**src/rtl/script_token_lexer_core_assert.svh**
```systemverilog
// Assertion macros shared by the lexer RTL.
`ifndef SCRIPT_TOKEN_LEXER_CORE_ASSERT_SVH
`define SCRIPT_TOKEN_LEXER_CORE_ASSERT_SVH

`ifndef SYNTHESIS

`define STLX_ASSERT_IMP(lbl, clk, rstn, ante, cons, msg) \
  lbl: assert property (@(posedge clk) disable iff (!rstn) (ante) |-> (cons)) \
    else $error(msg);

`define STLX_ASSERT_NXT(lbl, clk, rstn, ante, cons, msg) \
  lbl: assert property (@(posedge clk) disable iff (!rstn) (ante) |=> (cons)) \
    else $error(msg);

`else

`define STLX_ASSERT_IMP(lbl, clk, rstn, ante, cons, msg)

`define STLX_ASSERT_NXT(lbl, clk, rstn, ante, cons, msg)

`endif

`endif

```
**src/rtl/stlx_pkg.sv**
```systemverilog
package stlx_pkg;

  localparam int OFFSET_BITS_DEF = 32;
  localparam int LINE_BITS_DEF   = 16;
  localparam int LENGTH_BITS_DEF = 16;

  localparam int KIND_W    = 5;
  localparam int STATUS_W  = 2;
  localparam int OFF_OUT_W = 32;
  localparam int LINE_OUT_W = 16;
  localparam int LEN_OUT_W = 16;

  localparam int FIFO_DEPTH = 4;
  localparam int FIFO_PTR_W = $clog2(FIFO_DEPTH);
  localparam int FIFO_CNT_W = $clog2(FIFO_DEPTH + 1);

  localparam logic [KIND_W-1:0] KIND_SEMI   = 5'd0;
  localparam logic [KIND_W-1:0] KIND_BAR    = 5'd1;
  localparam logic [KIND_W-1:0] KIND_PLUS   = 5'd2;
  localparam logic [KIND_W-1:0] KIND_BANG   = 5'd3;
  localparam logic [KIND_W-1:0] KIND_MINUS  = 5'd4;
  localparam logic [KIND_W-1:0] KIND_AMP    = 5'd5;
  localparam logic [KIND_W-1:0] KIND_LBRACE = 5'd6;
  localparam logic [KIND_W-1:0] KIND_RBRACE = 5'd7;
  localparam logic [KIND_W-1:0] KIND_LPAREN = 5'd8;
  localparam logic [KIND_W-1:0] KIND_RPAREN = 5'd9;
  localparam logic [KIND_W-1:0] KIND_DOT    = 5'd10;
  localparam logic [KIND_W-1:0] KIND_COLON  = 5'd11;
  localparam logic [KIND_W-1:0] KIND_DIV    = 5'd12;
  localparam logic [KIND_W-1:0] KIND_EQUAL  = 5'd13;
  localparam logic [KIND_W-1:0] KIND_ASSIGN = 5'd14;
  localparam logic [KIND_W-1:0] KIND_STRING = 5'd15;
  localparam logic [KIND_W-1:0] KIND_NUMBER = 5'd16;
  localparam logic [KIND_W-1:0] KIND_NAME   = 5'd17;
  localparam logic [KIND_W-1:0] KIND_END    = 5'd18;
  localparam logic [KIND_W-1:0] KIND_ERROR  = KIND_SEMI;

  localparam logic [STATUS_W-1:0] ST_OK      = 2'd0;
  localparam logic [STATUS_W-1:0] ST_UNKNOWN = 2'd1;
  localparam logic [STATUS_W-1:0] ST_UNTERM  = 2'd2;

  localparam logic [7:0] CH_SEMI   = 8'h3B;
  localparam logic [7:0] CH_BAR    = 8'h7C;
  localparam logic [7:0] CH_PLUS   = 8'h2B;
  localparam logic [7:0] CH_BANG   = 8'h21;
  localparam logic [7:0] CH_MINUS  = 8'h2D;
  localparam logic [7:0] CH_AMP    = 8'h26;
  localparam logic [7:0] CH_LBRACE = 8'h7B;
  localparam logic [7:0] CH_RBRACE = 8'h7D;
  localparam logic [7:0] CH_LPAREN = 8'h28;
  localparam logic [7:0] CH_RPAREN = 8'h29;
  localparam logic [7:0] CH_DOT    = 8'h2E;
  localparam logic [7:0] CH_COLON  = 8'h3A;
  localparam logic [7:0] CH_SPACE  = 8'h20;
  localparam logic [7:0] CH_UNDER  = 8'h5F;
  localparam logic [7:0] CH_NL     = 8'h0A;
  localparam logic [7:0] CH_SLASH  = 8'h2F;
  localparam logic [7:0] CH_EQ     = 8'h3D;
  localparam logic [7:0] CH_QUOTE  = 8'h22;

  typedef struct packed {
    logic [7:0] char_byte;
    logic       is_end;
  } stlx_item_t;

  typedef struct packed {
    logic [KIND_W-1:0]     token_kind;
    logic [STATUS_W-1:0]   status;
    logic [OFF_OUT_W-1:0]  start_offset;
    logic [LINE_OUT_W-1:0] line_number;
    logic [LINE_OUT_W-1:0] column_number;
    logic [LEN_OUT_W-1:0]  token_length;
    logic                  last_of_run;
  } stlx_res_t;

  typedef struct packed {
    logic      valid;
    stlx_res_t res;
  } stlx_slot_t;

  typedef struct packed {
    logic              hit;
    logic [KIND_W-1:0] kind;
  } stlx_op_t;

  function automatic logic is_digit(logic [7:0] c);
    return (c >= 8'h30) && (c <= 8'h39);
  endfunction

  function automatic logic is_alpha(logic [7:0] c);
    return ((c >= 8'h61) && (c <= 8'h7A)) || ((c >= 8'h41) && (c <= 8'h5A));
  endfunction

  function automatic logic is_name(logic [7:0] c);
    return is_alpha(c) || is_digit(c) || (c == CH_UNDER);
  endfunction

  function automatic stlx_op_t op_lookup(logic [7:0] c);
    stlx_op_t r;
    r.hit = 1'b1;
    unique case (c)
      CH_SEMI:   r.kind = KIND_SEMI;
      CH_BAR:    r.kind = KIND_BAR;
      CH_PLUS:   r.kind = KIND_PLUS;
      CH_BANG:   r.kind = KIND_BANG;
      CH_MINUS:  r.kind = KIND_MINUS;
      CH_AMP:    r.kind = KIND_AMP;
      CH_LBRACE: r.kind = KIND_LBRACE;
      CH_RBRACE: r.kind = KIND_RBRACE;
      CH_LPAREN: r.kind = KIND_LPAREN;
      CH_RPAREN: r.kind = KIND_RPAREN;
      CH_DOT:    r.kind = KIND_DOT;
      CH_COLON:  r.kind = KIND_COLON;
      default: begin
        r.hit  = 1'b0;
        r.kind = KIND_SEMI;
      end
    endcase
    return r;
  endfunction

endpackage

```
**src/rtl/stlx_in_if.sv**
```systemverilog
interface stlx_in_if;
  logic       valid;
  logic       ready;
  logic [7:0] char_byte;
  logic       is_end;

  modport source (output valid, output char_byte, output is_end, input ready);
  modport sink (input valid, input char_byte, input is_end, output ready);
endinterface

```
**src/rtl/stlx_out_if.sv**
```systemverilog
interface stlx_out_if;
  logic                              valid;
  logic                              ready;
  logic [stlx_pkg::KIND_W-1:0]     token_kind;
  logic [stlx_pkg::STATUS_W-1:0]   status;
  logic [stlx_pkg::OFF_OUT_W-1:0]  start_offset;
  logic [stlx_pkg::LINE_OUT_W-1:0] line_number;
  logic [stlx_pkg::LINE_OUT_W-1:0] column_number;
  logic [stlx_pkg::LEN_OUT_W-1:0]  token_length;
  logic                              last_of_run;

  modport source (
    output valid, output token_kind, output status, output start_offset,
    output line_number, output column_number, output token_length,
    output last_of_run, input ready
  );
  modport sink (
    input valid, input token_kind, input status, input start_offset,
    input line_number, input column_number, input token_length,
    input last_of_run, output ready
  );
endinterface

```
**src/rtl/stlx_lexer.sv**
```systemverilog
module stlx_lexer #(
  parameter int OFFSET_BITS = stlx_pkg::OFFSET_BITS_DEF,
  parameter int LINE_BITS   = stlx_pkg::LINE_BITS_DEF,
  parameter int LENGTH_BITS = stlx_pkg::LENGTH_BITS_DEF
) (
  input  logic                         clk_i,
  input  logic                         rst_ni,
  input  logic                         fire_i,
  input  stlx_pkg::stlx_item_t         item_i,
  output stlx_pkg::stlx_slot_t [1:0]   res_o
);
  import stlx_pkg::*;

  localparam int MODE_W = 4;
  localparam logic [MODE_W-1:0] MODE_IDLE    = 4'd0;
  localparam logic [MODE_W-1:0] MODE_SLASH   = 4'd1;
  localparam logic [MODE_W-1:0] MODE_COMMENT = 4'd2;
  localparam logic [MODE_W-1:0] MODE_STRING  = 4'd3;
  localparam logic [MODE_W-1:0] MODE_EQ      = 4'd4;
  localparam logic [MODE_W-1:0] MODE_NUMBER  = 4'd5;
  localparam logic [MODE_W-1:0] MODE_NAME    = 4'd6;
  localparam logic [MODE_W-1:0] MODE_DONE    = 4'd7;
  localparam logic [MODE_W-1:0] MODE_HALT    = 4'd8;

  logic [MODE_W-1:0]      mode_q, mode_d;
  logic [OFFSET_BITS-1:0] off_q, off_d, soff_q, soff_d;
  logic [LINE_BITS-1:0]   line_q, line_d, col_q, col_d, sline_q, sline_d, scol_q, scol_d;
  logic [LENGTH_BITS-1:0] len_q, len_d;

  logic [7:0]         c;
  stlx_op_t           op;
  stlx_res_t          cur_res, pend_res, a_res, b_res, id_res;
  logic               a_v, b_v, id_v, id_mark, id_len_set, use_idle, do_adv;
  logic [MODE_W-1:0]  id_mode;
  logic [LENGTH_BITS-1:0] id_len, len_inc;

  assign c       = item_i.char_byte;
  assign op      = op_lookup(c);
  assign len_inc = (&len_q) ? len_q : len_q + LENGTH_BITS'(1);

  always_comb begin
    cur_res               = '0;
    cur_res.start_offset  = OFF_OUT_W'(off_q);
    cur_res.line_number   = LINE_OUT_W'(line_q);
    cur_res.column_number = LINE_OUT_W'(col_q);
    cur_res.token_length  = LEN_OUT_W'(1);

    pend_res               = '0;
    pend_res.start_offset  = OFF_OUT_W'(soff_q);
    pend_res.line_number   = LINE_OUT_W'(sline_q);
    pend_res.column_number = LINE_OUT_W'(scol_q);
    pend_res.token_length  = LEN_OUT_W'(len_q);
  end

  // Byte seen between tokens.
  always_comb begin
    id_v       = 1'b0;
    id_res     = cur_res;
    id_mode    = MODE_IDLE;
    id_mark    = 1'b0;
    id_len_set = 1'b0;
    id_len     = '0;
    priority if ((c == CH_SPACE) || (c == CH_NL)) begin
      id_mode = MODE_IDLE;
    end else if (op.hit) begin
      id_v              = 1'b1;
      id_res.token_kind = op.kind;
    end else if (c == CH_SLASH) begin
      id_mark = 1'b1;
      id_mode = MODE_SLASH;
    end else if (c == CH_EQ) begin
      id_mark = 1'b1;
      id_mode = MODE_EQ;
    end else if (c == CH_QUOTE) begin
      id_mark    = 1'b1;
      id_mode    = MODE_STRING;
      id_len_set = 1'b1;
    end else if (is_digit(c)) begin
      id_mark    = 1'b1;
      id_mode    = MODE_NUMBER;
      id_len_set = 1'b1;
      id_len     = LENGTH_BITS'(1);
    end else if (is_alpha(c) || (c == CH_UNDER)) begin
      id_mark    = 1'b1;
      id_mode    = MODE_NAME;
      id_len_set = 1'b1;
      id_len     = LENGTH_BITS'(1);
    end else begin
      id_mark           = 1'b1;
      id_mode           = MODE_HALT;
      id_v              = 1'b1;
      id_res.token_kind = KIND_ERROR;
      id_res.status     = ST_UNKNOWN;
    end
  end

  always_comb begin
    mode_d   = mode_q;
    off_d    = off_q;
    line_d   = line_q;
    col_d    = col_q;
    soff_d   = soff_q;
    sline_d  = sline_q;
    scol_d   = scol_q;
    len_d    = len_q;
    a_v      = 1'b0;
    a_res    = pend_res;
    b_v      = 1'b0;
    b_res    = cur_res;
    use_idle = 1'b0;
    do_adv   = 1'b0;

    if (fire_i && (mode_q != MODE_HALT)) begin
      if (item_i.is_end) begin
        b_res.token_kind   = KIND_END;
        b_res.token_length = '0;
        unique case (mode_q)
          MODE_NUMBER: begin
            a_v              = 1'b1;
            a_res.token_kind = KIND_NUMBER;
          end
          MODE_NAME: begin
            a_v              = 1'b1;
            a_res.token_kind = KIND_NAME;
          end
          MODE_SLASH: begin
            len_d              = LENGTH_BITS'(1);
            a_v                = 1'b1;
            a_res.token_kind   = KIND_DIV;
            a_res.token_length = LEN_OUT_W'(1);
          end
          MODE_EQ: begin
            len_d              = LENGTH_BITS'(1);
            a_v                = 1'b1;
            a_res.token_kind   = KIND_ASSIGN;
            a_res.token_length = LEN_OUT_W'(1);
          end
          MODE_STRING: begin
            a_v              = 1'b1;
            a_res.token_kind = KIND_ERROR;
            a_res.status     = ST_UNTERM;
            mode_d           = MODE_HALT;
          end
          default: begin
          end
        endcase
        if (mode_q != MODE_STRING) begin
          b_v    = 1'b1;
          mode_d = MODE_DONE;
        end
      end else begin
        do_adv = 1'b1;
        unique case (mode_q)
          MODE_DONE: begin
            do_adv = 1'b0;
          end
          MODE_COMMENT: begin
            if (c == CH_NL) begin
              mode_d = MODE_IDLE;
            end
          end
          MODE_STRING: begin
            if (c == CH_QUOTE) begin
              a_v              = 1'b1;
              a_res.token_kind = KIND_STRING;
              mode_d           = MODE_IDLE;
            end else begin
              len_d = len_inc;
            end
          end
          MODE_SLASH: begin
            if (c == CH_SLASH) begin
              mode_d = MODE_COMMENT;
            end else begin
              len_d              = LENGTH_BITS'(1);
              a_v                = 1'b1;
              a_res.token_kind   = KIND_DIV;
              a_res.token_length = LEN_OUT_W'(1);
              use_idle           = 1'b1;
            end
          end
          MODE_EQ: begin
            a_v = 1'b1;
            if (c == CH_EQ) begin
              len_d              = LENGTH_BITS'(2);
              a_res.token_kind   = KIND_EQUAL;
              a_res.token_length = LEN_OUT_W'(2);
              mode_d             = MODE_IDLE;
            end else begin
              len_d              = LENGTH_BITS'(1);
              a_res.token_kind   = KIND_ASSIGN;
              a_res.token_length = LEN_OUT_W'(1);
              use_idle           = 1'b1;
            end
          end
          MODE_NUMBER: begin
            if (is_digit(c)) begin
              len_d = len_inc;
            end else begin
              a_v              = 1'b1;
              a_res.token_kind = KIND_NUMBER;
              use_idle         = 1'b1;
            end
          end
          MODE_NAME: begin
            if (is_name(c)) begin
              len_d = len_inc;
            end else begin
              a_v              = 1'b1;
              a_res.token_kind = KIND_NAME;
              use_idle         = 1'b1;
            end
          end
          default: begin
            use_idle = 1'b1;
          end
        endcase

        if (use_idle) begin
          mode_d = id_mode;
          b_v    = id_v;
          b_res  = id_res;
          if (id_mark) begin
            soff_d  = off_q;
            sline_d = line_q;
            scol_d  = col_q;
          end
          if (id_len_set) begin
            len_d = id_len;
          end
        end

        if (do_adv && (mode_d != MODE_HALT)) begin
          off_d = (&off_q) ? off_q : off_q + OFFSET_BITS'(1);
          if (c == CH_NL) begin
            line_d = (&line_q) ? line_q : line_q + LINE_BITS'(1);
            col_d  = '0;
          end else begin
            col_d = (&col_q) ? col_q : col_q + LINE_BITS'(1);
          end
        end
      end
    end
  end

  // Pack the pending-token result ahead of the current-byte result.
  always_comb begin
    res_o[0].valid           = a_v | b_v;
    res_o[0].res             = a_v ? a_res : b_res;
    res_o[0].res.last_of_run = ~(a_v & b_v);
    res_o[1].valid           = a_v & b_v;
    res_o[1].res             = b_res;
    res_o[1].res.last_of_run = 1'b1;
  end

  always_ff @(posedge clk_i or negedge rst_ni) begin
    if (!rst_ni) begin
      mode_q  <= MODE_IDLE;
      off_q   <= '0;
      line_q  <= '0;
      col_q   <= '0;
      soff_q  <= '0;
      sline_q <= '0;
      scol_q  <= '0;
      len_q   <= '0;
    end else begin
      mode_q  <= mode_d;
      off_q   <= off_d;
      line_q  <= line_d;
      col_q   <= col_d;
      soff_q  <= soff_d;
      sline_q <= sline_d;
      scol_q  <= scol_d;
      len_q   <= len_d;
    end
  end

`include "script_token_lexer_core_assert.svh"

  `STLX_ASSERT_NXT(a_halt_sticky, clk_i, rst_ni, mode_q == MODE_HALT, mode_q == MODE_HALT, "Lexer left the halted mode.")
  `STLX_ASSERT_NXT(a_done_sticky, clk_i, rst_ni, mode_q == MODE_DONE, mode_q == MODE_DONE, "Lexer left the done mode.")
  `STLX_ASSERT_NXT(a_done_frozen, clk_i, rst_ni, mode_q == MODE_DONE, $stable(off_q), "Offset moved after the end token.")

endmodule

```
**src/rtl/stlx_res_fifo.sv**
```systemverilog
module stlx_res_fifo (
  input  logic                       clk_i,
  input  logic                       rst_ni,
  input  stlx_pkg::stlx_slot_t [1:0] push_i,
  output logic                       space_o,
  output logic                       valid_o,
  input  logic                       ready_i,
  output stlx_pkg::stlx_res_t        head_o
);
  import stlx_pkg::*;

  stlx_res_t               mem_q [FIFO_DEPTH];
  logic [FIFO_PTR_W-1:0]   wr_q, rd_q;
  logic [FIFO_CNT_W-1:0]   cnt_q, cnt_d;
  logic [FIFO_PTR_W-1:0]   wr_next;
  logic [FIFO_PTR_W-1:0]   push_n;
  logic                    pop;

  assign pop     = valid_o & ready_i;
  assign valid_o = (cnt_q != '0);
  assign head_o  = mem_q[rd_q];
  assign space_o = (cnt_q <= FIFO_CNT_W'(FIFO_DEPTH - 2));
  assign push_n  = FIFO_PTR_W'(push_i[0].valid) + FIFO_PTR_W'(push_i[1].valid);
  assign wr_next = wr_q + FIFO_PTR_W'(1);
  assign cnt_d   = cnt_q + FIFO_CNT_W'(push_n) - FIFO_CNT_W'(pop);

  always_ff @(posedge clk_i) begin
    if (push_i[0].valid) begin
      mem_q[wr_q] <= push_i[0].res;
    end
    if (push_i[1].valid) begin
      mem_q[wr_next] <= push_i[1].res;
    end
  end

  always_ff @(posedge clk_i or negedge rst_ni) begin
    if (!rst_ni) begin
      wr_q  <= '0;
      rd_q  <= '0;
      cnt_q <= '0;
    end else begin
      wr_q  <= wr_q + push_n;
      rd_q  <= rd_q + FIFO_PTR_W'(pop);
      cnt_q <= cnt_d;
    end
  end

`include "script_token_lexer_core_assert.svh"

  `STLX_ASSERT_IMP(a_cnt_bound, clk_i, rst_ni, 1'b1, cnt_q <= FIFO_CNT_W'(FIFO_DEPTH), "Result queue count out of range.")
  `STLX_ASSERT_IMP(a_push_room, clk_i, rst_ni, push_i[0].valid, space_o, "Result pushed without room for two.")
  `STLX_ASSERT_IMP(a_pair_order, clk_i, rst_ni, push_i[1].valid, push_i[0].valid, "Second result pushed without the first.")

endmodule

```
**src/rtl/script_token_lexer_core.sv**
```systemverilog
// Script token lexer. Takes one source byte, or an end marker, per input transaction and
// returns tokens (kind, status, start offset, line, column, length) on the output channel.
// The input is registered and the lexer state updates from the registered byte, so one
// byte is consumed per clock while the result queue has room. Each byte gives zero, one or
// two results; they enter a four-entry result queue that drains one result per clock while
// the output is ready, and the input stalls only while that queue has fewer than two free
// entries. A byte is first held in the input register; its results are then written into
// the result queue, whose head drives the output channel.
// After an error result the block consumes input silently until reset.
module script_token_lexer_core #(
  parameter int OFFSET_BITS = stlx_pkg::OFFSET_BITS_DEF,
  parameter int LINE_BITS   = stlx_pkg::LINE_BITS_DEF,
  parameter int LENGTH_BITS = stlx_pkg::LENGTH_BITS_DEF
) (
  input logic       clk_i,
  input logic       rst_ni,
  stlx_in_if.sink   in_i,
  stlx_out_if.source out_o
);
  import stlx_pkg::*;

  logic             in_vld_q;
  stlx_item_t       item_q;
  logic             in_ready;
  logic             fire;
  logic             space;
  stlx_slot_t [1:0] slots;
  stlx_res_t        head;
  logic             out_valid;

  assign fire       = in_vld_q & space;
  assign in_ready   = ~in_vld_q | fire;
  assign in_i.ready = in_ready;

  always_ff @(posedge clk_i or negedge rst_ni) begin
    if (!rst_ni) begin
      in_vld_q <= 1'b0;
    end else if (in_ready) begin
      in_vld_q <= in_i.valid;
    end
  end

  always_ff @(posedge clk_i) begin
    if (in_i.valid && in_ready) begin
      item_q.char_byte <= in_i.char_byte;
      item_q.is_end    <= in_i.is_end;
    end
  end

  stlx_lexer #(
    .OFFSET_BITS (OFFSET_BITS),
    .LINE_BITS   (LINE_BITS),
    .LENGTH_BITS (LENGTH_BITS)
  ) u_lexer (
    .clk_i  (clk_i),
    .rst_ni (rst_ni),
    .fire_i (fire),
    .item_i (item_q),
    .res_o  (slots)
  );

  stlx_res_fifo u_fifo (
    .clk_i   (clk_i),
    .rst_ni  (rst_ni),
    .push_i  (slots),
    .space_o (space),
    .valid_o (out_valid),
    .ready_i (out_o.ready),
    .head_o  (head)
  );

  assign out_o.valid         = out_valid;
  assign out_o.token_kind    = head.token_kind;
  assign out_o.status        = head.status;
  assign out_o.start_offset  = head.start_offset;
  assign out_o.line_number   = head.line_number;
  assign out_o.column_number = head.column_number;
  assign out_o.token_length  = head.token_length;
  assign out_o.last_of_run   = head.last_of_run;

endmodule
```
**src/flat_wrapper.sv**
```systemverilog
// flat-port wrapper written by rule: the top's interface ports become plain ports
module script_token_lexer_core_flat import stlx_pkg::*;
#(
  parameter int OFFSET_BITS = stlx_pkg::OFFSET_BITS_DEF,
  parameter int LINE_BITS   = stlx_pkg::LINE_BITS_DEF,
  parameter int LENGTH_BITS = stlx_pkg::LENGTH_BITS_DEF
)
  (clk_i, rst_ni, in_i_valid, in_i_char_byte, in_i_is_end, in_i_ready, out_o_valid, out_o_token_kind, out_o_status, out_o_start_offset, out_o_line_number, out_o_column_number, out_o_token_length, out_o_last_of_run, out_o_ready);
  stlx_in_if in_i_i ();
  stlx_out_if out_o_i ();
  input logic clk_i;
  input logic rst_ni;
  input wire logic [$bits(in_i_i.valid)-1:0] in_i_valid;
  input wire logic [$bits(in_i_i.char_byte)-1:0] in_i_char_byte;
  input wire logic [$bits(in_i_i.is_end)-1:0] in_i_is_end;
  output wire logic [$bits(in_i_i.ready)-1:0] in_i_ready;
  output wire logic [$bits(out_o_i.valid)-1:0] out_o_valid;
  output wire logic [$bits(out_o_i.token_kind)-1:0] out_o_token_kind;
  output wire logic [$bits(out_o_i.status)-1:0] out_o_status;
  output wire logic [$bits(out_o_i.start_offset)-1:0] out_o_start_offset;
  output wire logic [$bits(out_o_i.line_number)-1:0] out_o_line_number;
  output wire logic [$bits(out_o_i.column_number)-1:0] out_o_column_number;
  output wire logic [$bits(out_o_i.token_length)-1:0] out_o_token_length;
  output wire logic [$bits(out_o_i.last_of_run)-1:0] out_o_last_of_run;
  input wire logic [$bits(out_o_i.ready)-1:0] out_o_ready;
  assign in_i_i.valid = in_i_valid;
  assign in_i_i.char_byte = in_i_char_byte;
  assign in_i_i.is_end = in_i_is_end;
  assign in_i_ready = in_i_i.ready;
  assign out_o_valid = out_o_i.valid;
  assign out_o_token_kind = out_o_i.token_kind;
  assign out_o_status = out_o_i.status;
  assign out_o_start_offset = out_o_i.start_offset;
  assign out_o_line_number = out_o_i.line_number;
  assign out_o_column_number = out_o_i.column_number;
  assign out_o_token_length = out_o_i.token_length;
  assign out_o_last_of_run = out_o_i.last_of_run;
  assign out_o_i.ready = out_o_ready;
  script_token_lexer_core #(.OFFSET_BITS(OFFSET_BITS), .LINE_BITS(LINE_BITS), .LENGTH_BITS(LENGTH_BITS)) u_core (.clk_i(clk_i), .rst_ni(rst_ni), .in_i(in_i_i), .out_o(out_o_i));
endmodule
```
**config.mk**
```make
export PLATFORM = sky130hd
export DESIGN_NAME = script_token_lexer_core_flat
export DESIGN_NICKNAME = d
export VERILOG_FILES = /design/src/rtl/stlx_pkg.sv /design/src/rtl/stlx_in_if.sv /design/src/rtl/stlx_out_if.sv /design/src/rtl/stlx_lexer.sv /design/src/rtl/stlx_res_fifo.sv /design/src/rtl/script_token_lexer_core.sv /design/src/flat_wrapper.sv
export VERILOG_INCLUDE_DIRS = /design/src /design/src/rtl
export SDC_FILE = /design/constraint.sdc
export NUM_CORES = 1
export LEC_CHECK = 0
export BUFFER_PORTS_ARGS = -buffer_cell sky130_fd_sc_hd__buf_2
export CORE_MARGIN = 1
export CORE_UTILIZATION = 46
export DETAILED_ROUTE_END_ITERATION = 10
export PLACE_DENSITY = 0.74
export SYNTH_ARGS = -nofsm -noshare
export SYNTH_HDL_FRONTEND = slang
export SYNTH_HIERARCHICAL = 1
export SYNTH_SLANG_ARGS = --single-unit
```
**constraint.sdc**
```tcl
create_clock -name clk_i -period 19.6 [get_ports clk_i]
set_input_delay 0.98 -clock clk_i [delete_from_list [all_inputs] [get_ports clk_i]]
set_output_delay 0.98 -clock clk_i [all_outputs]
set_load 0.01 [all_outputs]
```
======== Word-level counts from Yosys, hierarchy flattened ========
Memory sizes are Yosys's and may differ from the RTL's.
Cells that the tools add are included.
Widths: inputs -> output; s select.
word-level totals
  bits in writable memories ............... 352
  input bits .............................. 13
  output and inout port bits .............. 90
  memories ................................ 1
  logic and storage cells ................. 205
  register bits after elaboration ......... 165
memories
  name                 words  width  read ports  clocked after Yosys merged registers in  write ports  RTL line             RTL
  u_core.u_fifo.mem_q  4      88     1           0                                        2            stlx_res_fifo.sv:12  stlx_res_t mem_q [FIFO_DEPTH];
operators by class
  mux-type cells .......................... 108
  add/sub/neg operators ................... 10
  reduce and logical (&&, ||, !) cells .... 25
  $lt $le $gt $ge ......................... 7
  bitwise gates (word level) .............. 10
  equal/unequal tests ..................... 30
operators by type and width
  operator               count
  $mux 88                3
  $mux 16                14
  $eq 8x6->1 const B     13
  $pmux 16 s5            1
  $mux 4                 19
  $mux 66                1
  $mux 1                 52
  $add 16x1->16 const B  3
  $reduce_and 16->1      3
  $pmux 4 s11            1
  $add 32x1->32 const B  1
  $eq 8x7->1 const B     4
  $pmux 16 s2            1
  $reduce_and 32->1      1
  $mux 5                 5
  $pmux 5 s5             1
  $pmux 5 s4             1
  $eq 4x3->1 const B     4
  $ge 8x7->1 const B     2
  $le 8x7->1 const B     2
  $pmux 4 s4             1
  $mux 7                 2
  $reduce_and 4->1       3
  $reduce_or 12->1       1
  29 further kinds       51

======== Logic depth before layout (Yosys ltp) ========
  depth after elaboration ................. 18
  depth in mapped cells ................... 17
  depth with buffers taken out ............ 17

======== By module ========
The synthesis kept the hierarchy.
by module, submodules not included
  module                   area an instance (um2)  seq. area each (um2)  cells an instance  instances
  stlx_res_fifo            17260.3                 10745.3               890                1
  stlx_lexer               9246.4                  3703.6                926                1
  script_token_lexer_core  330.3                   295.3                 14                 1

======== Least setup slack after synthesis ========
OpenSTA, ideal clock, no wires.
  path type ............................... register to register
  start ................................... reg u_core/item_q[2] (netlist bit)
  end ..................................... mem u_core/u_fifo/mem_q[0][0] (netlist bit), enable pin
  buffers on the path ..................... 3
  path slack .............................. 10.438 ns
  cell stages (with the launch flop) ...... 12
  clock period less this slack ............ 9.162 ns
  data arrival time ....................... 8.506 ns
  data required time ...................... 18.944 ns
  setup time .............................. 0.656 ns
  cell sequence ........................... edfxtp_1 clkbuf_1 or4_1 nor2_1 o31a_1 and4bb_2 or2_1 buf_2 buf_2 nand2_1 nand2b_1 o21ai_0
RTL lines
  item             RTL line                       RTL
  start, declared  script_token_lexer_core.sv:23  stlx_item_t item_q;
  end, declared    stlx_res_fifo.sv:12

==> metrics.md <==
| Metric | Value |
|---|---|
| Total power | `0.00395 W` |
| Antenna violations before repair | `0` |
| Horiz. Die Dim | `244 um` |
| Delay-heaviest family, CP | `simple AND/OR/NAND/NOR gates` |
| Worst-Margin Slew | `~1400 ps` |
| Synth async-reset ratio | `30.2%` |
| Unrepaired setup endpoints after global routing | `no` |
| Diodes inserted | `0` |
| Slowest CP cell | `buf_4` |
| Critical path, cell by cell | `nor4b_1, a21oi_1, and4bb_2, or2_1, buf_4, nor2_1, nand3_4, o21ai_4, buf_4` |
| Library cells used by synthesis | `86` |
| TNS Setup | `0 ps` |
| GP Congestion | `slightly below 0.9` |
| Drt pass-1 iters | `5` |
| First-pass GRT wire length | `98.3 mm` |
| Fin nets | `1921` |
| Area contributors post-synth | `edfxtp_1 40%, mux2_2 20%, dfrtp_1 15%` |
| Period utilization | `30.5%` |
| Worst slew margin | `under 10%` |
| CTS Buf Count | `55` |
| Yosys reg bits | `a little over 500` |
| DR vias | `16.2k` |
| Number of global-route vias before repair | `roughly 17k` |
| Outcome | `finished, final reports clean` |
| Largest net degree at the start of global routing | `92` |
| Layout cells sized above 1 | `42.1%` |
| Top-count cell post-synth | `mux2_2` |
| Vias per Instance | `5.97` |
| First DRT Iteration DRCs | `1088` |
| Die Height | `244 um` |
| Buf/Inv on CP | `2` |
| Synth Area per Inst | `between 10 and 15 um2` |
| Grt total ovfl | `0` |
| Worst Hold Class | `in2async` |
| Clk sinks | `approximately 520` |
| Rows | `88` |
| Final ANT Viol Nets | `0` |
| Post-Syn Instances | `1830` |
| Clk_lat worst skew | `610 ps` |
| Total routing usage reported by global routing | `21.3%` |
| Seq/Total Area, Yosys | `54.9%` |
| DP Cell Count | `approximately 2.6k` |
| H-tree depth | `2` |
| Post-cts gate resize count | `0` |
| Setup violations, final | `0` |
| Post-DP HPWL | `37.5 mm` |
| Max stage delay on crit path | `1000 ps` |
| Final hold violations | `0` |
| Total length of routed wires | `approximately 63 mm` |
| Crit path max fanout | `63` |
| Max Clock Freq | `~170 MHz` |
| Prevailing post-synth register cell | `edfxtp_1` |
| Critical Path RT | `19820 ps` |
| Port bufs | `roughly 100` |
| DRC viols | `0` |
| CP Class | `reg2reg` |
| Fin cells | `2709` |
| Pins Over Slew Limit | `0` |
| Post-synthesis cell type with the largest combined area | `edfxtp_1` |
| Power Density | `133 nW/um2` |
| Synthesis Warnings | `6` |
| Synthesis-to-finish area growth | `10.6%` |
| Most instantiated cells after synthesis | `473 x mux2_2, 361 x edfxtp_1, 156 x dfrtp_1` |
| Worst setup EP type | `flop` |
| Number of max-cap violations | `0` |
| I/O pins | `103` |
| P_leak | `11.7 nW` |
| Max clock buf depth | `3` |
| Number of setup buffers added after CTS | `0` |
| Clock root buffer | `clkbuf_16` |
| TritonCTS clock tree | `yes` |
| Tmin final | `5970 ps` |
| Critical path startpoint category | `flop` |
| Synthesized area | `26800 um2` |
| Post-synth EDFFs | `361` |
| DIE AREA | `59300 um2` |
| Core area | `57700 um2` |
| Final Skew | `12.8 ps` |
| Clk pin slew, worst setup/hold paths | `60 ps` |
| Critical path arrival | `6190 ps` |
| Starting Density | `46.5%` |
| Max rail drop VDD | `0.0843 mV` |
| DR WL/cell | `23.4 um` |
| Yosys top cell area share | `about two fifths` |
| CTS Hold Bufs | `0` |
| Most frequent cell on the critical path | `buf_4` |
cell families (layout without fill, tap and decap cells):
| logic type | count (synthesis) | count (layout) | synth area share [%] |
|---|---|---|---|
| AO/OA/AOI/OAI | 162 | 162 | 4.35 |
| XOR/XNOR | 54 | 54 | 1.76 |
| adder cells (fa/ha/maj) | 11 | 11 | 0.541 |
| buffers and inverters | 163 | 262 | 3.07 |
| flip-flops | 517 | 517 | 54.9 |
| multiplexers | 572 | 572 | 27.7 |
| other | 2 | 17 | 0.0280 |
| AND/OR/NAND/NOR | 349 | 349 | 7.65 |
cell type report:
| type | count | area [um2] |
|---|---|---|
| fillers | 4826 | 28000 |
| multi-input cells | 1165 | 11400 |
| repair buffers | 130 | 727 |
| well taps | 765 | 957 |
| clock buffers | 80 | 1560 |
| inverters | 28 | 105 |
| clock inverters | 24 | 183 |
| flip-flops and latches | 517 | 14800 |
registers in the layout (all words and copies together), names as in the netlist, 3 cells and up:
| signal | cells |
|---|---|
| u_core/u_lexer/soff_q | 32 |
| u_core/u_lexer/sline_q | 16 |
| u_core/u_fifo/mem_q | 352 |
| u_core/u_lexer/scol_q | 16 |
| u_core/u_fifo/cnt_q | 3 |
| u_core/u_lexer/off_q | 32 |
| u_core/item_q | 9 |
| u_core/u_lexer/mode_q | 4 |
| u_core/u_lexer/col_q | 16 |
| u_core/u_lexer/len_q | 16 |
| u_core/u_lexer/line_q | 16 |
path summary, 6_finish.rpt:
path,start,to,slack [ps],depth (start not counted)
worst max-delay path,u_core/u_lexer/mode_q[2],u_core/u_fifo/mem_q[0][29],13630,9
worst min-delay path,rst_ni,u_core/u_lexer/scol_q[10],470,1
worst max register to register,u_core/u_lexer/mode_q[2],u_core/u_fifo/mem_q[0][29],13630,9
worst min register to register,u_core/u_lexer/soff_q[31],u_core/u_lexer/soff_q[31],490,1
max in group asynchronous,rst_ni,u_core/u_fifo/wr_q[1],17590,2
min in group clk_i,u_core/u_lexer/soff_q[31],u_core/u_lexer/soff_q[31],490,1
layer usage:
layer	track usage [%]	share of wire [%]	up-vias
met5	0	0	-
met4	5.59	1.8	0
met3	2.76	5.3	77
met2	35.3	49	468
met1	29.7	44	8364
li1	-	-	7271
metrics by stage:
| stage | util (%) | hold WS (ps) | cell area (um2) | worst slack (ps) |
|---|---|---|---|---|
| final | 51.5 | 473 | 29700 | 13630 |
| after global routing | 51.5 | 509 | 29700 | 13280 |
| after CTS | 51.5 | 490 | 29700 | 13700 |
| after detailed placement | 48.4 | 481 | 27900 | 13730 |
| after global placement | 48.4 | 470 | 27900 | 13880 |
| after floorplan | - | 460 | 26900 | 10440 |
cell usage in the layout, fill, tap and decap left out, types with 5 or more instances in the layout:
master	n
and2_1	21
nor3_1	46
o211ai_1	6
a22o_1	6
ha_1	10
nor4_1	10
clkbuf_8	5
buf_2	101
o21a_1	6
clkinv_1	7
nor2_1	56
mux2_1	6
mux2_2	473
o31a_1	5
o31ai_1	6
buf_4	28
nand2b_1	8
nor4_2	13
nand4_1	26
nand3_1	34
o21ai_0	38
dfrtp_1	154
a21oi_1	29
xnor2_1	12
xor2_1	42
nand2_1	56
mux4_2	88
nor3b_1	5
conb_1	17
clkbuf_1	18
edfxtp_1	361
clkbuf_16	57
and3_1	15
inv_1	28
clkinv_2	12
a31oi_1	11
or3_1	5
mux2i_1	5
or4_1	5
power breakdown:
group	switching (W)	internal, W
clock network	0.000427	0.000580
logic	0.000802	0.000541
registers	0.000137	0.00146
total	0.00137	0.00258
Note: power is estimated with default switching activity, not from simulation.
